==> config.mk <==
export PLATFORM = sky130hd
export DESIGN_NAME = integer_to_roman_numeral
export DESIGN_NICKNAME = d
export VERILOG_FILES = /design/src/rtl/core/i2r_pkg.sv /design/src/rtl/core/integer_to_roman_numeral.sv
export VERILOG_INCLUDE_DIRS = /design/src /design/src/rtl/core
export SDC_FILE = /design/constraint.sdc
export NUM_CORES = 1
export LEC_CHECK = 0
export BUFFER_PORTS_ARGS = -buffer_cell sky130_fd_sc_hd__buf_2
export CAP_MARGIN = 20
export CORE_MARGIN = 2
export CORE_UTILIZATION = 45
export DETAILED_ROUTE_END_ITERATION = 10
export PLACE_DENSITY = 0.69
export SETUP_SLACK_MARGIN = 0.4
export SYNTH_ARGS = -nofsm -noshare
export SYNTH_HDL_FRONTEND = slang
export SYNTH_SLANG_ARGS = --single-unit
==> constraint.sdc <==
create_clock -name clk -period 10 [get_ports clk]
set_input_delay 0.5 -clock clk [delete_from_list [all_inputs] [get_ports clk]]
set_output_delay 0.5 -clock clk [all_outputs]
set_load 0.05 [all_outputs]
==> src/rtl/core/integer_to_roman_numeral_assert.svh <==
// Assertion macros shared by the converter RTL.
// Each macro expects clk and rst to be visible where it is used.
`ifndef INTEGER_TO_ROMAN_NUMERAL_ASSERT_SVH
`define INTEGER_TO_ROMAN_NUMERAL_ASSERT_SVH

// Same-cycle implication, disabled during reset.
`define I2R_ASSERT_NOW(lbl, ante, cons) \
  lbl: assert property (@(posedge clk) disable iff (rst) (ante) |-> (cons)) \
    else $error("integer_to_roman_numeral check failed");

// Next-cycle implication, disabled during reset.
`define I2R_ASSERT_NEXT(lbl, ante, cons) \
  lbl: assert property (@(posedge clk) disable iff (rst) (ante) |=> (cons)) \
    else $error("integer_to_roman_numeral check failed");

`endif

==> src/rtl/core/i2r_pkg.sv <==
package i2r_pkg;

  // ASCII codes of the numeral letters.
  localparam logic [7:0] ASCII_I = 8'h49;
  localparam logic [7:0] ASCII_V = 8'h56;
  localparam logic [7:0] ASCII_X = 8'h58;
  localparam logic [7:0] ASCII_L = 8'h4C;
  localparam logic [7:0] ASCII_C = 8'h43;
  localparam logic [7:0] ASCII_D = 8'h44;
  localparam logic [7:0] ASCII_M = 8'h4D;
  localparam logic [7:0] ASCII_NONE = 8'h00;

  // Decimal places, least significant first.
  localparam logic [1:0] PLACE_ONES = 2'd0;
  localparam logic [1:0] PLACE_TENS = 2'd1;
  localparam logic [1:0] PLACE_HUND = 2'd2;
  localparam logic [1:0] PLACE_THOU = 2'd3;

  // Letter role within a place: low, middle or high letter.
  localparam logic [1:0] SEL_LO = 2'd0;
  localparam logic [1:0] SEL_MI = 2'd1;
  localparam logic [1:0] SEL_HI = 2'd2;

  // Weight that the shared subtractor removes at each place.
  function automatic logic [9:0] place_weight(input logic [1:0] place);
    logic [9:0] w;
    case (place)
      PLACE_THOU: w = 10'd1000;
      PLACE_HUND: w = 10'd100;
      default:    w = 10'd10;
    endcase
    return w;
  endfunction

  // Number of letters a decimal digit yields (0 to 4).
  function automatic logic [2:0] digit_len(input logic [3:0] d);
    logic [2:0] n;
    case (d)
      4'd1, 4'd2, 4'd3: n = d[2:0];
      4'd4, 4'd9:       n = 3'd2;
      4'd5:             n = 3'd1;
      4'd6:             n = 3'd2;
      4'd7:             n = 3'd3;
      4'd8:             n = 3'd4;
      default:          n = 3'd0;
    endcase
    return n;
  endfunction

  // Which letter of the place stands at position pos of digit d.
  function automatic logic [1:0] digit_sel(input logic [3:0] d, input logic [1:0] pos);
    logic [1:0] s;
    case (d)
      4'd4:                   s = (pos == 2'd0) ? SEL_LO : SEL_MI;
      4'd5, 4'd6, 4'd7, 4'd8: s = (pos == 2'd0) ? SEL_MI : SEL_LO;
      4'd9:                   s = (pos == 2'd0) ? SEL_LO : SEL_HI;
      default:                s = SEL_LO;
    endcase
    return s;
  endfunction

  // Letter triple of each place: I/V/X, X/L/C, C/D/M, and M for thousands.
  function automatic logic [7:0] roman_letter(input logic [1:0] place,
                                              input logic [1:0] sel);
    logic [7:0] ch;
    case (place)
      PLACE_ONES: ch = (sel == SEL_LO) ? ASCII_I : (sel == SEL_MI) ? ASCII_V : ASCII_X;
      PLACE_TENS: ch = (sel == SEL_LO) ? ASCII_X : (sel == SEL_MI) ? ASCII_L : ASCII_C;
      PLACE_HUND: ch = (sel == SEL_LO) ? ASCII_C : (sel == SEL_MI) ? ASCII_D : ASCII_M;
      default:    ch = ASCII_M;
    endcase
    return ch;
  endfunction

endpackage

==> src/rtl/core/integer_to_roman_numeral.sv <==
// Integer to Roman numeral converter.
// Input channel: value (14 bits) with in_valid / in_stall. A transaction
// takes place at a rising edge with in_valid high and in_stall low.
// Output channel: letter (ASCII), last and empty_res with out_valid /
// out_stall; one transaction per numeral letter, last marks the final one.
// A value with no letters (zero, or a thousands digit of four or more with
// zero lower digits) gives a single transaction with letter 0, last and
// empty_res set.
// One shared subtract-and-compare unit splits the value into digits by
// repeated subtraction of 1000, 100 and 10. Letters then leave one per
// cycle while the receiver does not stall; each letterless place ahead of
// the last lettered one takes a sequencer step of its own.
// in_stall is high from the accepting edge until the last letter is loaded
// into the output register, so the next value is taken while that letter
// still waits. When the receiver stalls, the output register holds its
// transaction and the letter sequencer waits.
// Reset (rst, synchronous) returns to idle and drops out_valid.
module integer_to_roman_numeral (
  input  logic        clk,
  input  logic        rst,
  input  logic        in_valid,
  output logic        in_stall,
  input  logic [13:0] value,
  output logic        out_valid,
  input  logic        out_stall,
  output logic [7:0]  letter,
  output logic        last,
  output logic        empty_res
);

  `include "integer_to_roman_numeral_assert.svh"

  localparam logic [1:0] ST_IDLE  = 2'd0;
  localparam logic [1:0] ST_SPLIT = 2'd1;
  localparam logic [1:0] ST_EMIT  = 2'd2;

  logic [1:0]  state;
  logic [13:0] rem;
  logic [4:0]  thou;
  logic [3:0]  hund;
  logic [3:0]  tens;
  logic [3:0]  ones;
  logic [1:0]  place;
  logic [1:0]  pos;

  logic [14:0] diff;
  logic        ge;
  logic [2:0]  len_thou, len_hund, len_tens, len_ones, cur_len;
  logic [3:0]  cur_digit;
  logic        rest_zero, all_zero, out_free, pos_end, out_load;
  logic [7:0]  cur_letter;

  // Shared subtractor: remainder minus the weight of the current place.
  assign diff = {1'b0, rem} - {5'd0, i2r_pkg::place_weight(place)};
  assign ge   = ~diff[14];

  // Letter counts per place; thousands of four or more yield none.
  assign len_thou = (thou >= 5'd1 && thou <= 5'd3) ? thou[2:0] : 3'd0;
  assign len_hund = i2r_pkg::digit_len(hund);
  assign len_tens = i2r_pkg::digit_len(tens);
  assign len_ones = i2r_pkg::digit_len(ones);
  assign all_zero = (len_thou == 3'd0) && (len_hund == 3'd0) &&
                    (len_tens == 3'd0) && (len_ones == 3'd0);

  // Select the digit under the sequencer and check lower places for letters.
  always_comb begin
    case (place)
      i2r_pkg::PLACE_THOU: begin
        cur_len   = len_thou;
        cur_digit = 4'd0;
        rest_zero = (len_hund == 3'd0) && (len_tens == 3'd0) && (len_ones == 3'd0);
      end
      i2r_pkg::PLACE_HUND: begin
        cur_len   = len_hund;
        cur_digit = hund;
        rest_zero = (len_tens == 3'd0) && (len_ones == 3'd0);
      end
      i2r_pkg::PLACE_TENS: begin
        cur_len   = len_tens;
        cur_digit = tens;
        rest_zero = (len_ones == 3'd0);
      end
      default: begin
        cur_len   = len_ones;
        cur_digit = ones;
        rest_zero = 1'b1;
      end
    endcase
  end

  assign cur_letter = (place == i2r_pkg::PLACE_THOU) ? i2r_pkg::ASCII_M :
                      i2r_pkg::roman_letter(place, i2r_pkg::digit_sel(cur_digit, pos));
  assign pos_end    = ({1'b0, pos} == (cur_len - 3'd1));
  assign out_free   = ~out_valid | ~out_stall;
  assign in_stall   = (state != ST_IDLE);

  // A transaction is loaded into the output register this cycle.
  assign out_load   = (state == ST_EMIT) && out_free && (all_zero || cur_len != 3'd0);

  // Sequencer: digit split by repeated subtraction, then letter emission.
  always_ff @(posedge clk) begin
    if (rst) begin
      state     <= ST_IDLE;
      out_valid <= 1'b0;
    end else begin
      if (out_load) begin
        out_valid <= 1'b1;
      end else if (!out_stall) begin
        out_valid <= 1'b0;
      end
      case (state)
        ST_IDLE: begin
          if (in_valid) begin
            rem   <= value;
            thou  <= 5'd0;
            hund  <= 4'd0;
            tens  <= 4'd0;
            place <= i2r_pkg::PLACE_THOU;
            pos   <= 2'd0;
            state <= ST_SPLIT;
          end
        end
        ST_SPLIT: begin
          if (ge) begin
            rem <= diff[13:0];
            case (place)
              i2r_pkg::PLACE_THOU: thou <= thou + 5'd1;
              i2r_pkg::PLACE_HUND: hund <= hund + 4'd1;
              default:             tens <= tens + 4'd1;
            endcase
          end else if (place == i2r_pkg::PLACE_TENS) begin
            ones  <= rem[3:0];
            place <= i2r_pkg::PLACE_THOU;
            state <= ST_EMIT;
          end else begin
            place <= place - 2'd1;
          end
        end
        ST_EMIT: begin
          if (out_free) begin
            if (all_zero) begin
              letter    <= i2r_pkg::ASCII_NONE;
              last      <= 1'b1;
              empty_res <= 1'b1;
              state     <= ST_IDLE;
            end else if (cur_len == 3'd0) begin
              place <= place - 2'd1;
            end else begin
              letter    <= cur_letter;
              last      <= pos_end && rest_zero;
              empty_res <= 1'b0;
              if (pos_end) begin
                pos <= 2'd0;
                if (rest_zero) begin
                  state <= ST_IDLE;
                end else begin
                  place <= place - 2'd1;
                end
              end else begin
                pos <= pos + 2'd1;
              end
            end
          end
        end
        default: begin
          state <= ST_IDLE;
        end
      endcase
    end
  end

  // An empty result is always a lone final transaction with no letter.
  `I2R_ASSERT_NOW(a_empty_is_last, out_valid && empty_res, last && letter == i2r_pkg::ASCII_NONE)
  // Accepting a value starts work that blocks the input on the next cycle.
  `I2R_ASSERT_NEXT(a_accept_busy, in_valid && !in_stall, in_stall)
  // The letter position never runs past the digit's letter count.
  `I2R_ASSERT_NOW(a_pos_in_range, state == ST_EMIT && cur_len != 3'd0,
                  {1'b0, pos} < cur_len)
  // Lower digits stay decimal throughout the split and emission.
  `I2R_ASSERT_NOW(a_digits_decimal, state != ST_IDLE, hund <= 4'd9 && tens <= 4'd9)

endmodule

==> qor.csv, run 1 <==
stage;metric;value;unit
placed_design;RePlAce Congestion;0.901;
final_layout;ANT cells;0;
clocking;CTS tree;done;
clocking;clock buffer depth;2;
power_and_ir_drop;Internal;0.000507;W
die;IO Count;30;
yosys;Primary FF master, synth;edfxtp_1;
global_route;initial antenna violation count;0;
setup_path;CP max FO;11;
power_and_ir_drop;Switching Share;0.418;
setup_path;worst flop-to-flop path endpoint;thou[4]$_SDFFCE_PN0P_;
status;status;finished, final reports clean;
placed_design;DP HPWL;5450;µm
clocking;Post-CTS Resized;0;
final_layout;most common cell after layout, fill and taps aside;edfxtp_1;
clocking;clk slew on worst S/H paths;0.09;ns
clocking;CTS Hold Bufs;0;
yosys;syn avg cell area;10.1;µm²
worst_hold_path;hold path cells;0;
clocking;setup bufs post-CTS;0;
die;std cell rows;31;
worst_hold_path;Worst Hold Launch;rem[0]$_DFFE_PP_;
power_and_ir_drop;Reg power frac;0.358;
route;DRC Markers;0;
final_layout;Area Overhead vs Synth;8.64;%
setup_path;Critical-path top delay cell;a211oi_1;
power_and_ir_drop;Leakage Power;1.48;nW
setup_path;worst reg-to-reg path cell count;13;
yosys;Synth Register Bits;46;
die;die height;91.3;µm
power_and_ir_drop;combinational share of power;0.502;
setup_path;Crit Path Category;register to register;
flow_run;Max-cap violations;0;
clocking;CTS Sinks;46;
yosys;synthesized instance count;339;
placed_design;placed cell area;3630;µm²
yosys;register area share after synthesis;0.394;
setup_path;slowest stage delay, CP;0.52;ns
sta;fmax;0.258;GHz
power_and_ir_drop;Worst VDD drop;0.115;mV
sta;Least-Margin Pin Slew;0.655;ns
route;drt wl/cell;15.2;µm
power_and_ir_drop;pwr dens;233;nW/µm²
global_route;first-pass GRT wire length;11900;µm
sta;final worst-path cycle share;0.387;
setup_path;flop2flop setup slack;6.13;ns
global_route;vias in the first global route;2499;
route;average via count per standard cell;5.56;
worst_hold_path;HP Class;register to register;
route;Via Count;2578;
route;initial DRC count;169;
die;core area;7330;µm²
die;initial core utilization;0.468;
sta;minimum clock period;3.87;ns
setup_path;CP Data Arrival Time;3.82;ns
final_layout;# nets final;415;
final_layout;share of cells above drive strength 1;0.189;
clocking;H-tree depth;2;
sta;Hold Violations, Final;0;
setup_path;critical path launch point type;register;
power_and_ir_drop;clock power share;0.140;
sta;final setup TNS;0;ns
final_layout;most frequent cells in the layout;43 x edfxtp_1, 33 x nor2_1, 32 x ha_1;
setup_path;FF-to-FF Start;place[0]$_DFFE_PP_;
global_route;grt ovf;0;
yosys;Yosys cell types;64;
global_route;largest net degree at the start of global routing;28;
yosys;yosys warns;0;
final_layout;design area;3730;µm²
route;post-route ant nets;0;
worst_hold_path;end of the worst hold path;ones[0]$_DFFE_PP_;
route;drt pass-1 iters;4;
sta;skew final;0.00473;ns
power_and_ir_drop;Sw Pwr;0.000364;W
setup_path;CP most frequent cell;inv_1;
setup_path;CP cell instances;inv_1 -> ha_1 -> inv_1 -> nand2_1 -> inv_1 -> ha_1 -> nor2b_1 -> o21a_1 -> o31ai_1 -> a211oi_1 -> or3_4 -> o211ai_1 -> a21oi_1;
yosys;Mapped Area;3430;µm²
sta;RSZ-0062 raised after global routing;false;
setup_path;CP endpoint kind;register;
clocking;CTS Buf Count;5;
yosys;asr flop ratio synth;0;
clocking;Skew-Pair Late Insertion Delay;0.30;ns
sta;count of pins over their slew limit;0;
global_route;GRT Resource Usage Total;0.179;
placed_design;# port buffers;27;
route;overall routed net length;7060;µm
sta;Final setup viols;0;
setup_path;Worst EP required;9.95;ns
sta;Slew headroom;0.564;
die;Die Span X;91.3;µm
die;Die ar.;8340;µm²
yosys;EDFF count, synth;43;
clocking;Root Driver;clkbuf_8;
[critical path, delay by kind of cell, from the launching register on]
| kind | cells | cell delay, ns |
|---|---|---|
| compound gates | 5 | 1.40 |
| fa+ha+maj | 2 | 0.62 |
| simple gates | 3 | 0.54 |
| buf+inv | 3 | 0.49 |
| flops | 1 | 0.46 |
[sequential cells by signal (all words and copies together) (netlist names)]
| signal | count |
|---|---|
| thou | 5 |
| hund | 4 |
| out_valid | 1 |
| place | 2 |
| ones | 4 |
| letter | 6 |
| state | 2 |
| rem | 14 |
| tens | 4 |
| pos | 2 |
| empty_res | 1 |
| last | 1 |
[through the flow]
| stage | total power (W) | util | hold WS, ns | worst slack, ns | instances |
|---|---|---|---|---|---|
| floorplan | 0.000658 | - | 0.400 | 6.78 | 340 |
| global placement | 0.000742 | 0.495 | 0.405 | 6.32 | 455 |
| detailed placement | 0.000748 | 0.495 | 0.432 | 6.19 | 455 |
| CTS | 0.000871 | 0.508 | 0.453 | 6.17 | 463 |
| global route | 0.000941 | 0.508 | 0.465 | 5.80 | 464 |
| finish | 0.000870 | 0.508 | 0.443 | 6.13 | 464 |
[synth_stat cells (3+ instances only)]
library cell | instances | area share
inv_1 | 30 | 0.033
nand3_1 | 6 | 0.0088
dfxtp_1 | 3 | 0.018
or2_2 | 5 | 0.0091
xor2_1 | 8 | 0.020
nor2b_1 | 5 | 0.0091
xnor2_1 | 9 | 0.023
and3_1 | 4 | 0.0073
ha_1 | 32 | 0.12
a211oi_2 | 5 | 0.018
o221ai_1 | 3 | 0.0077
edfxtp_1 | 43 | 0.38
o31ai_1 | 4 | 0.0088
mux2i_1 | 3 | 0.0088
o21a_1 | 5 | 0.011
nand2_1 | 11 | 0.012
mux2_2 | 4 | 0.013
o21ai_0 | 8 | 0.012
a21oi_1 | 24 | 0.035
clkbuf_1 | 6 | 0.0066
nor3_1 | 13 | 0.019
o211ai_1 | 4 | 0.0088
nor2_1 | 33 | 0.036
a221o_1 | 3 | 0.0088
nand2b_1 | 6 | 0.011
a211oi_1 | 5 | 0.011
o22ai_1 | 4 | 0.0073
[cells by family (layout without fill, tap and decap cells)]
logic type,count (synthesis),after routing,share of synthesized area
compound gates,88,88,0.194
xor+xnor,17,17,0.0434
fa+ha+maj,33,33,0.123
buf+inv,44,69,0.0554
flops,46,46,0.394
mux,7,7,0.0219
other cells,1,2,0.00109
simple gates,103,103,0.168
[final cells by class]
type,count,area [µm²]
Fill cell,677,3600
Multi-Input combinational cell,250,1890
Sequential cell,46,1350
Timing Repair Buffer,29,148
Tap cell,99,124
Inverter,32,120
Clock buffer,7,86.3
Clock inverter,1,5.00
[how the worst max path moves through the flow]
| stage | end | from | slack (ns) |
|---|---|---|---|
| 2_1_floorplan | rem[10]$_DFFE_PP_ | place[0]$_DFFE_PP_ | 6.78 |
| 3_3_place_gp | thou[4]$_SDFFCE_PN0P_ | place[0]$_DFFE_PP_ | 6.32 |
| 3_5_place_dp | rem[11]$_DFFE_PP_ | place[0]$_DFFE_PP_ | 6.19 |
| 4_1_cts | rem[3]$_DFFE_PP_ | place[0]$_DFFE_PP_ | 6.17 |
| 5_1_grt | thou[2]$_SDFFCE_PN0P_ | place[0]$_DFFE_PP_ | 5.80 |
| 6_report | thou[4]$_SDFFCE_PN0P_ | place[0]$_DFFE_PP_ | 6.13 |
[routing by layer]
layer  wire [µm]  global-route usage  part of all wire  up-vias
met5           0                   0                 0        -
li1            -                   -                 -     1287
met1        3260               0.238              0.46     1205
met3         318              0.0307             0.045       14
met2        3300               0.290              0.47       72
met4         182              0.0682             0.026        0
[power by group through the flow]
stage / clock network (W) / registers, W / logic, W
finish: 0.000122 / 0.000312 / 0.000437
global route: 0.000131 / 0.000317 / 0.000492
CTS: 0.000124 / 0.000311 / 0.000436
detailed placement: 0 / 0.000316 / 0.000432
global placement: 0 / 0.000314 / 0.000429
floorplan: 0 / 0.000301 / 0.000357
(Power assumes the default switching activity.)
==> run 2: changes to the inputs <==
--- a/config.mk
+++ b/config.mk
@@ -6,12 +6,13 @@
 export SDC_FILE = /design/constraint.sdc
 export NUM_CORES = 1
 export LEC_CHECK = 0
+export ABC_AREA = 1
 export BUFFER_PORTS_ARGS = -buffer_cell sky130_fd_sc_hd__buf_2
 export CAP_MARGIN = 20
 export CORE_MARGIN = 2
 export CORE_UTILIZATION = 45
 export DETAILED_ROUTE_END_ITERATION = 10
-export PLACE_DENSITY = 0.69
+export PLACE_DENSITY = 0.71
 export SETUP_SLACK_MARGIN = 0.4
 export SYNTH_ARGS = -nofsm -noshare
 export SYNTH_HDL_FRONTEND = slang
==> constraint.sdc (replaced) <==
create_clock -name clk -period 3.3 [get_ports clk]
set_input_delay 0.165 -clock clk [delete_from_list [all_inputs] [get_ports clk]]
set_output_delay 0.165 -clock clk [all_outputs]
set_load 0.05 [all_outputs]
==> qor.csv, run 2 <==
stage;metric;value;unit;change
placed_design;DP HPWL;5550;µm;was 5450 µm
power_and_ir_drop;Worst VDD drop;0.408;mV;was 0.115 mV
route;Via Count;3001;;was 2578
die;core area;7330;µm²;unchanged
yosys;register area share after synthesis;0.393;;was 0.394
setup_path;CP Data Arrival Time;2.90;ns;was 3.82 ns
placed_design;dpl cells;552;;was 455
sta;Least-Margin Pin Slew;0.572;ns;was 0.655 ns
global_route;vias in the first global route;2792;;was 2499
route;drt wl/cell;13.8;µm;was 15.2 µm
yosys;post-synth top area share;0.376;;about the same
yosys;Synth area leaders;edfxtp_1 38%, ha_1 12%, nand2_1 9.2%;;was edfxtp_1 38%, ha_1 12%, nor2_1 3.6%
die;Die Span X;91.4;µm;was 91.3 µm
worst_hold_path;Worst Hold Launch;value[6];;was rem[0]$_DFFE_PP_
sta;minimum clock period;2.89;ns;was 3.87 ns
global_route;GRT Resource Usage Total;0.183;;was 0.179
sta;skew final;0.00334;ns;was 0.00473 ns
clocking;Skew-Pair Late Insertion Delay;0.30;ns;about the same
status;status;finished, final reports clean;;unchanged
yosys;yosys warns;0;;unchanged
power_and_ir_drop;pwr dens;862;nW/µm²;was 233 nW/µm²
global_route;first-pass GRT wire length;12500;µm;was 11900 µm
yosys;syn avg cell area;7.99;µm²;was 10.1 µm²
power_and_ir_drop;Reg power frac;0.265;;was 0.358
power_and_ir_drop;combinational share of power;0.621;;was 0.502
final_layout;Final Non-Filler Cells;589;;was 464
final_layout;Area Overhead vs Synth;26.7;%;was 8.64%
power_and_ir_drop;clock power share;0.115;;was 0.140
yosys;EDFF count, synth;43;;unchanged
yosys;Synth Register Bits;46;;unchanged
power_and_ir_drop;Internal;0.00202;W;was 0.000507 W
global_route;grt ovf;0;;unchanged
route;post-route ant nets;0;;unchanged
final_layout;share of cells above drive strength 1;0.333;;was 0.189
clocking;clk slew on worst S/H paths;0.09;ns;about the same
sta;Final setup viols;0;;unchanged
die;std cell rows;31;;unchanged
yosys;synthesized instance count;430;;was 339
placed_design;RePlAce Congestion;0.859;;was 0.901
route;DRC Markers;0;;unchanged
yosys;asr flop ratio synth;0;;unchanged
sta;Slew headroom;0.618;;was 0.564
sta;final worst slack;0.413;ns;was 6.13 ns
worst_hold_path;end of the worst hold path;rem[6]$_DFFE_PP_;;was ones[0]$_DFFE_PP_
setup_path;CP endpoint kind;register;;unchanged
setup_path;Worst EP required;3.31;ns;was 9.95 ns
final_layout;top flop regs;rem: 14 flops, letter: 6 flops, thou: 5 flops;;unchanged
setup_path;CP max FO;5;;was 11
yosys;top cells by instance count after synthesis;84 x nand2_1, 59 x inv_1, 51 x nor2_1, 43 x edfxtp_1, 32 x ha_1;;was 43 x edfxtp_1, 33 x nor2_1, 32 x ha_1, 30 x inv_1, 24 x a21oi_1
final_layout;Largest Register;rem;;unchanged
final_layout;most common cell after layout, fill and taps aside;nand2_1;;was edfxtp_1
flow_run;Max-cap violations;0;;unchanged
sta;Hold Violations, Final;0;;unchanged
route;initial DRC count;142;;was 169
clocking;CTS Sinks;46;;unchanged
final_layout;# nets final;540;;was 415
global_route;largest net degree at the start of global routing;19;;was 28
yosys;area leader, netlist;edfxtp_1;;unchanged
clocking;clock buffer depth;2;;unchanged
final_layout;max reg flops;14;;unchanged
yosys;Mapped Area;3440;µm²;was 3430 µm²
placed_design;Place WS;0.239;ns;was 6.19 ns
clocking;H-tree depth;2;;unchanged
power_and_ir_drop;Switching Share;0.462;;was 0.418
clocking;Root Driver;clkbuf_8;;unchanged
final_layout;design area;4350;µm²;was 3730 µm²
route;overall routed net length;8100;µm;was 7060 µm
yosys;most common cell in the netlist;nand2_1;;was edfxtp_1
die;die height;91.4;µm;was 91.3 µm
die;Die ar.;8350;µm²;was 8340 µm²
yosys;Yosys cell types;42;;was 64
placed_design;# port buffers;27;;unchanged
yosys;Primary FF master, synth;edfxtp_1;;unchanged
final_layout;most frequent cells in the layout;72 x nand2_1, 49 x inv_1, 45 x nor2_1;;was 43 x edfxtp_1, 33 x nor2_1, 32 x ha_1
route;average via count per standard cell;5.10;;was 5.56
placed_design;placed cell area;3680;µm²;was 3630 µm²
sta;RSZ-0062 raised after global routing;true;;was false
die;IO Count;30;;unchanged
die;initial core utilization;0.469;;was 0.468
worst_hold_path;hold path cells;3;;was 0
power_and_ir_drop;Leakage Power;1.93;nW;was 1.48 nW
clocking;CTS Buf Count;5;;unchanged
sta;fmax;0.346;GHz;was 0.258 GHz
sta;count of pins over their slew limit;0;;unchanged
setup_path;worst reg-to-reg path cell count;18;;was 13
setup_path;Crit Path Category;register to register;;unchanged
sta;final worst-path cycle share;0.875;;was 0.387
sta;final setup TNS;0;ns;unchanged
worst_hold_path;HP Class;input pin to register;;was register to register
setup_path;FF-to-FF Start;hund[0]$_SDFFCE_PN0P_;;was place[0]$_DFFE_PP_
power_and_ir_drop;Sw Pwr;0.00173;W;was 0.000364 W
clocking;CTS tree;done;;unchanged
setup_path;worst flop-to-flop path endpoint;place[1]$_DFFE_PP_;;was thou[4]$_SDFFCE_PN0P_
route;drt pass-1 iters;5;;was 4
setup_path;flop2flop setup slack;0.41;ns;was 6.13 ns
final_layout;ANT cells;0;;unchanged
global_route;initial antenna violation count;0;;unchanged
setup_path;critical path launch point type;register;;unchanged
-- run 2: cell types whose count changed in the layout (fill, tap and decap cells not counted), moves of 9 or more --
cell,delta
buf_4,+30
inv_2,+18
inv_1,+19
nor3_1,-11
a21oi_1,-12
ha_1,-15
nor2_2,+9
o21ai_0,+14
nand2_2,+18
ha_4,+14
nand3_1,+17
nor2_1,+12
nand2_1,+61
-- run 2: how the worst max path moves through the flow --
stage                                from                    end  slack, ns
CTS                 hund[1]$_SDFFCE_PN0P_     place[1]$_DFFE_PP_       0.37
global route        hund[0]$_SDFFCE_PN0P_     place[1]$_DFFE_PP_       0.28
detailed placement     place[0]$_DFFE_PP_  thou[4]$_SDFFCE_PN0P_       0.24
floorplan              place[0]$_DFFE_PP_      rem[13]$_DFFE_PP_       0.49
finish              hund[0]$_SDFFCE_PN0P_     place[1]$_DFFE_PP_       0.41
global placement       place[0]$_DFFE_PP_  thou[2]$_SDFFCE_PN0P_       0.34
-- run 2: power by group through the flow --
stage | registers, W | clock network (W) | logic, W
3_3_place_gp | 0.000988 | 0 | 0.00176
5_1_grt | 0.00101 | 0.000454 | 0.00259
3_5_place_dp | 0.000995 | 0 | 0.00180
4_1_cts | 0.000975 | 0.000434 | 0.00188
6_report | 0.000993 | 0.000430 | 0.00233
2_1_floorplan | 0.00101 | 0 | 0.00137
-- run 2: worst max-delay path, stage by stage, from the launching register on --
cell and delay [ns]:
edfxtp_1 0.53, inv_2 0.17, ha_4 0.15, inv_1 0.05, nand2_2 0.07, nand2_1 0.05, nor2_1 0.18, o21ai_2 0.09
o221ai_2 0.07, a21oi_2 0.10, ha_4 0.17, ha_4 0.24, a21boi_2 0.14, o21ai_1 0.08, inv_1 0.07, nand3_2 0.09
nand2_2 0.10, o21ai_2 0.08, a21oi_2 0.16
-- run 2: cell type report --
type                       count  area, µm²
inverter                      68        255
clock buffer                   6       72.6
sequential                    46       1350
fill                         659       2980
clock inverter                 2       37.5
tap                           99        124
multi-input combinational    307       2110
timing repair buffer          61        402
-- run 2: cell families after synthesis --
kind of cell	Yosys count	share of synthesized area
other cells	1	0.00109
xor+xnor	7	0.0178
flops	46	0.393
simple gates	191	0.247
fa+ha+maj	33	0.122
compound gates	73	0.124
mux	1	0.00291
buf+inv	78	0.0914
-- run 2: what timing repair did --
action / in CTS / in global routing
pin swaps: 2 / 32
hold buffers: 0 / 0
endpoints found under the setup margin: 16 / 49
resized for setup: 14 / 74
setup buffers: 8 / 21
-- run 2: layer usage --
layer	vias up	GRT usage	share of wire
met2	66	0.321	0.52
li1	1529	-	-
met3	6	0.0315	0.040
met5	-	0	0
met1	1400	0.238	0.43
met4	0	0.0341	0.0070
-- run 2: metrics by stage --
step,hold WS [ns],utilization,power (W)
finish,0.140,0.594,0.00375
floorplan,0.341,-,0.00238
CTS,0.132,0.530,0.00329
global placement,0.410,0.502,0.00275
global route,0.148,0.594,0.00406
detailed placement,0.413,0.502,0.00279
==> run 3: changes to the inputs <==
--- a/config.mk
+++ b/config.mk
@@ -7,12 +7,13 @@
 export NUM_CORES = 1
 export LEC_CHECK = 0
 export ABC_AREA = 1
-export BUFFER_PORTS_ARGS = -buffer_cell sky130_fd_sc_hd__buf_2
+export BUFFER_PORTS_ARGS = -buffer_cell sky130_fd_sc_hd__buf_4
 export CAP_MARGIN = 20
-export CORE_MARGIN = 2
+export CORE_MARGIN = 1.5
 export CORE_UTILIZATION = 45
 export DETAILED_ROUTE_END_ITERATION = 10
 export PLACE_DENSITY = 0.71
+export REMOVE_ABC_BUFFERS = 1
 export SETUP_SLACK_MARGIN = 0.4
 export SYNTH_ARGS = -nofsm -noshare
 export SYNTH_HDL_FRONTEND = slang
==> qor.csv, run 3 (same netlist as run 2, synthesis figures left out) <==
stage;metric;value;unit;change
route;drt wl/cell;13.5;µm;was 13.8 µm
sta;skew final;0.0102;ns;was 0.00334 ns
die;die height;90.4;µm;was 91.4 µm
die;Die ar.;8170;µm²;was 8350 µm²
setup_path;Worst EP required;3.31;ns;about the same
power_and_ir_drop;pwr dens;854;nW/µm²;was 862 nW/µm²
global_route;grt ovf;0;;unchanged
clocking;CTS Buf Count;5;;unchanged
final_layout;top flop regs;rem: 14 flops, letter: 6 flops, thou: 5 flops;;unchanged
die;Die Span X;90.4;µm;was 91.4 µm
sta;final setup TNS;0;ns;unchanged
route;overall routed net length;7960;µm;was 8100 µm
clocking;clock buffer depth;2;;unchanged
setup_path;worst reg-to-reg path cell count;18;;unchanged
route;post-route ant nets;0;;unchanged
sta;count of pins over their slew limit;0;;unchanged
route;average via count per standard cell;5.19;;was 5.10
clocking;Root Driver;clkbuf_8;;unchanged
sta;Final setup viols;0;;unchanged
sta;fmax;0.353;GHz;was 0.346 GHz
final_layout;area taken by multi-input logic gates;2030;µm²;was 2110 µm²
worst_hold_path;Worst Hold Launch;value[2];;was value[6]
placed_design;RePlAce Congestion;0.913;;was 0.859
final_layout;design area;4330;µm²;was 4350 µm²
clocking;H-tree depth;2;;unchanged
global_route;M3 GR Usage;0.0328;;was 0.0315
sta;minimum clock period;2.84;ns;was 2.89 ns
placed_design;DP HPWL;5520;µm;was 5550 µm
setup_path;CP endpoint kind;register;;unchanged
setup_path;flop2flop setup slack;0.46;ns;was 0.41 ns
clocking;CTS tree;done;;unchanged
clocking;Skew-Pair Late Insertion Delay;0.30;ns;about the same
power_and_ir_drop;clock power share;0.115;;about the same
setup_path;slowest stage delay, CP;0.50;ns;was 0.53 ns
final_layout;FILL cells;623;;was 659
final_layout;ANT cells;0;;unchanged
die;IO Count;30;;unchanged
placed_design;# port buffers;27;;unchanged
global_route;GRT Resource Usage Total;0.190;;was 0.183
global_route;GR Util met1;0.236;;was 0.238
power_and_ir_drop;combinational share of power;0.620;;was 0.621
sta;final worst-path cycle share;0.859;;was 0.875
placed_design;placed cell area;3760;µm²;was 3680 µm²
power_and_ir_drop;Internal;0.00200;W;was 0.00202 W
setup_path;CP cell instances;inv_2 -> ha_2 -> inv_2 -> nand2_2 -> nand2_2 -> nor2_4 -> nor2_4 -> o221ai_2 -> a21oi_2 -> ha_4 -> ha_4 -> a21boi_2 -> o21ai_1 -> inv_1 -> nand3_2 -> nand2_2 -> o21ai_2 -> a21oi_2;;was inv_2 -> ha_4 -> inv_1 -> nand2_2 -> nand2_1 -> nor2_1 -> o21ai_2 -> o221ai_2 -> a21oi_2 -> ha_4 -> ha_4 -> a21boi_2 -> o21ai_1 -> inv_1 -> nand3_2 -> nand2_2 -> o21ai_2 -> a21oi_2
final_layout;most common cell after layout, fill and taps aside;nand2_1;;unchanged
setup_path;CP max FO;6;;was 5
final_layout;Seq. cell area;1350;µm²;unchanged
global_route;initial antenna violation count;0;;unchanged
sta;Slew headroom;0.625;;was 0.618
clocking;CTS Sinks;46;;unchanged
final_layout;share of cells above drive strength 1;0.313;;was 0.333
setup_path;Critical-path top delay cell;edfxtp_1;;unchanged
power_and_ir_drop;Leakage Power;1.94;nW;was 1.93 nW
route;Via Count;3050;;was 3001
route;DRC Markers;0;;unchanged
global_route;most used routing layer;met2;;unchanged
power_and_ir_drop;Sw Pwr;0.00170;W;was 0.00173 W
flow_run;Max-cap violations;0;;unchanged
global_route;largest net degree at the start of global routing;29;;was 19
worst_hold_path;HP Class;input pin to register;;unchanged
sta;Least-Margin Pin Slew;0.557;ns;was 0.572 ns
setup_path;worst flop-to-flop path endpoint;place[1]$_DFFE_PP_;;unchanged
final_layout;# nets final;539;;was 540
power_and_ir_drop;Worst VDD drop;0.475;mV;was 0.408 mV
worst_hold_path;end of the worst hold path;rem[2]$_DFFE_PP_;;was rem[6]$_DFFE_PP_
global_route;vias in the first global route;2803;;was 2792
clocking;clk slew on worst S/H paths;0.09;ns;about the same
final_layout;most frequent cells in the layout;76 x nand2_1, 57 x buf_4, 49 x inv_1;;was 72 x nand2_1, 49 x inv_1, 45 x nor2_1
die;std cell rows;31;;unchanged
sta;Hold Violations, Final;0;;unchanged
sta;RSZ-0062 raised after global routing;true;;unchanged
setup_path;CP Data Arrival Time;2.84;ns;was 2.90 ns
die;initial core utilization;0.469;;unchanged
final_layout;max reg flops;14;;unchanged
status;status;finished, final reports clean;;unchanged
final_layout;Area Overhead vs Synth;26.1;%;was 26.7%
setup_path;CP most frequent cell;nand2_2;;was ha_4
route;initial DRC count;169;;was 142
setup_path;Crit Path Category;register to register;;unchanged
worst_hold_path;hold path cells;3;;unchanged
die;core area;7330;µm²;unchanged
route;drt pass-1 iters;4;;was 5
power_and_ir_drop;Switching Share;0.460;;was 0.462
power_and_ir_drop;Reg power frac;0.265;;about the same
setup_path;FF-to-FF Start;tens[0]$_SDFFCE_PN0P_;;was hund[0]$_SDFFCE_PN0P_
setup_path;critical path launch point type;register;;unchanged
clocking;CTS Hold Bufs;0;;unchanged
global_route;first-pass GRT wire length;12600;µm;was 12500 µm
global_route;met2 Use GR;0.331;;was 0.321
final_layout;Largest Register;rem;;unchanged
-- run 3: cell count changes in the layout (fill, tap and decap cells not counted), moves of 2 or more --
cell / before / now
buf_2: 27 / 0
buf_4: 31 / 57
ha_1: 17 / 19
ha_2: 1 / 4
ha_4: 14 / 9
nand2_1: 72 / 76
nand2_2: 18 / 15
-- run 3: area by class of cell --
cell class	instances	share of cell area
clock buffers	7	0.0176
clock inverters	1	0.00693
inverters	68	0.0589
multi-input cells	307	0.469
flip-flops and latches	46	0.312
well taps	99	0.0286
repair buffers	60	0.107
-- run 3: worst max-delay path by stage --
stage | endpoint | slack [ns] | from | depth (start not counted)
after floorplan | rem[13]$_DFFE_PP_ | 0.47 | place[0]$_DFFE_PP_ | 20
after global placement | thou[4]$_SDFFCE_PN0P_ | 0.18 | place[0]$_DFFE_PP_ | 11
after detailed placement | thou[4]$_SDFFCE_PN0P_ | 0.11 | place[0]$_DFFE_PP_ | 11
after CTS | place[1]$_DFFE_PP_ | 0.40 | thou[0]$_SDFFCE_PN0P_ | 15
after global routing | place[1]$_DFFE_PP_ | 0.33 | hund[0]$_SDFFCE_PN0P_ | 20
final | place[1]$_DFFE_PP_ | 0.46 | tens[0]$_SDFFCE_PN0P_ | 18
-- run 3: critical path: cells and delay by family (launching register included) --
kind / cells / cell delay [ns]
buffers and inverters: 3 / 0.21
AO/OA/AOI/OAI: 6 / 0.71
flip-flops: 1 / 0.50
adder cells (fa/ha/maj): 3 / 0.60
AND/OR/NAND/NOR: 6 / 0.52
-- run 3: metal layers --
metal | vias up | wire length, µm
met3 | 24 | 295
li1 | 1535 | -
met5 | - | 0
met4 | 0 | 199
met1 | 1414 | 3460
met2 | 77 | 4000
-- run 3: what timing repair did --
item / in CTS / in global routing
pin swaps: 1 / 25
gates resized for setup: 15 / 59
setup buffers: 6 / 20
endpoints found under the setup margin: 29 / 46
cloned: 0 / 0
-- run 3: power groups by stage --
stage	logic, W	registers [W]	clock network [W]
final	0.00229	0.000981	0.000424
after global placement	0.00179	0.000989	0
after CTS	0.00191	0.000979	0.000435
after detailed placement	0.00182	0.000997	0
after global routing	0.00255	0.00100	0.000452
after floorplan	0.00135	0.00101	0
-- run 3: through the flow --
stage,setup slack (ns),cells,util,hold WS (ns),total power [W]
6_report,0.464,588,0.591,0.132,0.00370
5_1_grt,0.328,588,0.591,0.145,0.00400
4_1_cts,0.400,568,0.539,0.135,0.00332
3_5_place_dp,0.110,554,0.513,0.416,0.00282
2_1_floorplan,0.470,421,-,0.341,0.00236
3_3_place_gp,0.180,554,0.513,0.401,0.00277
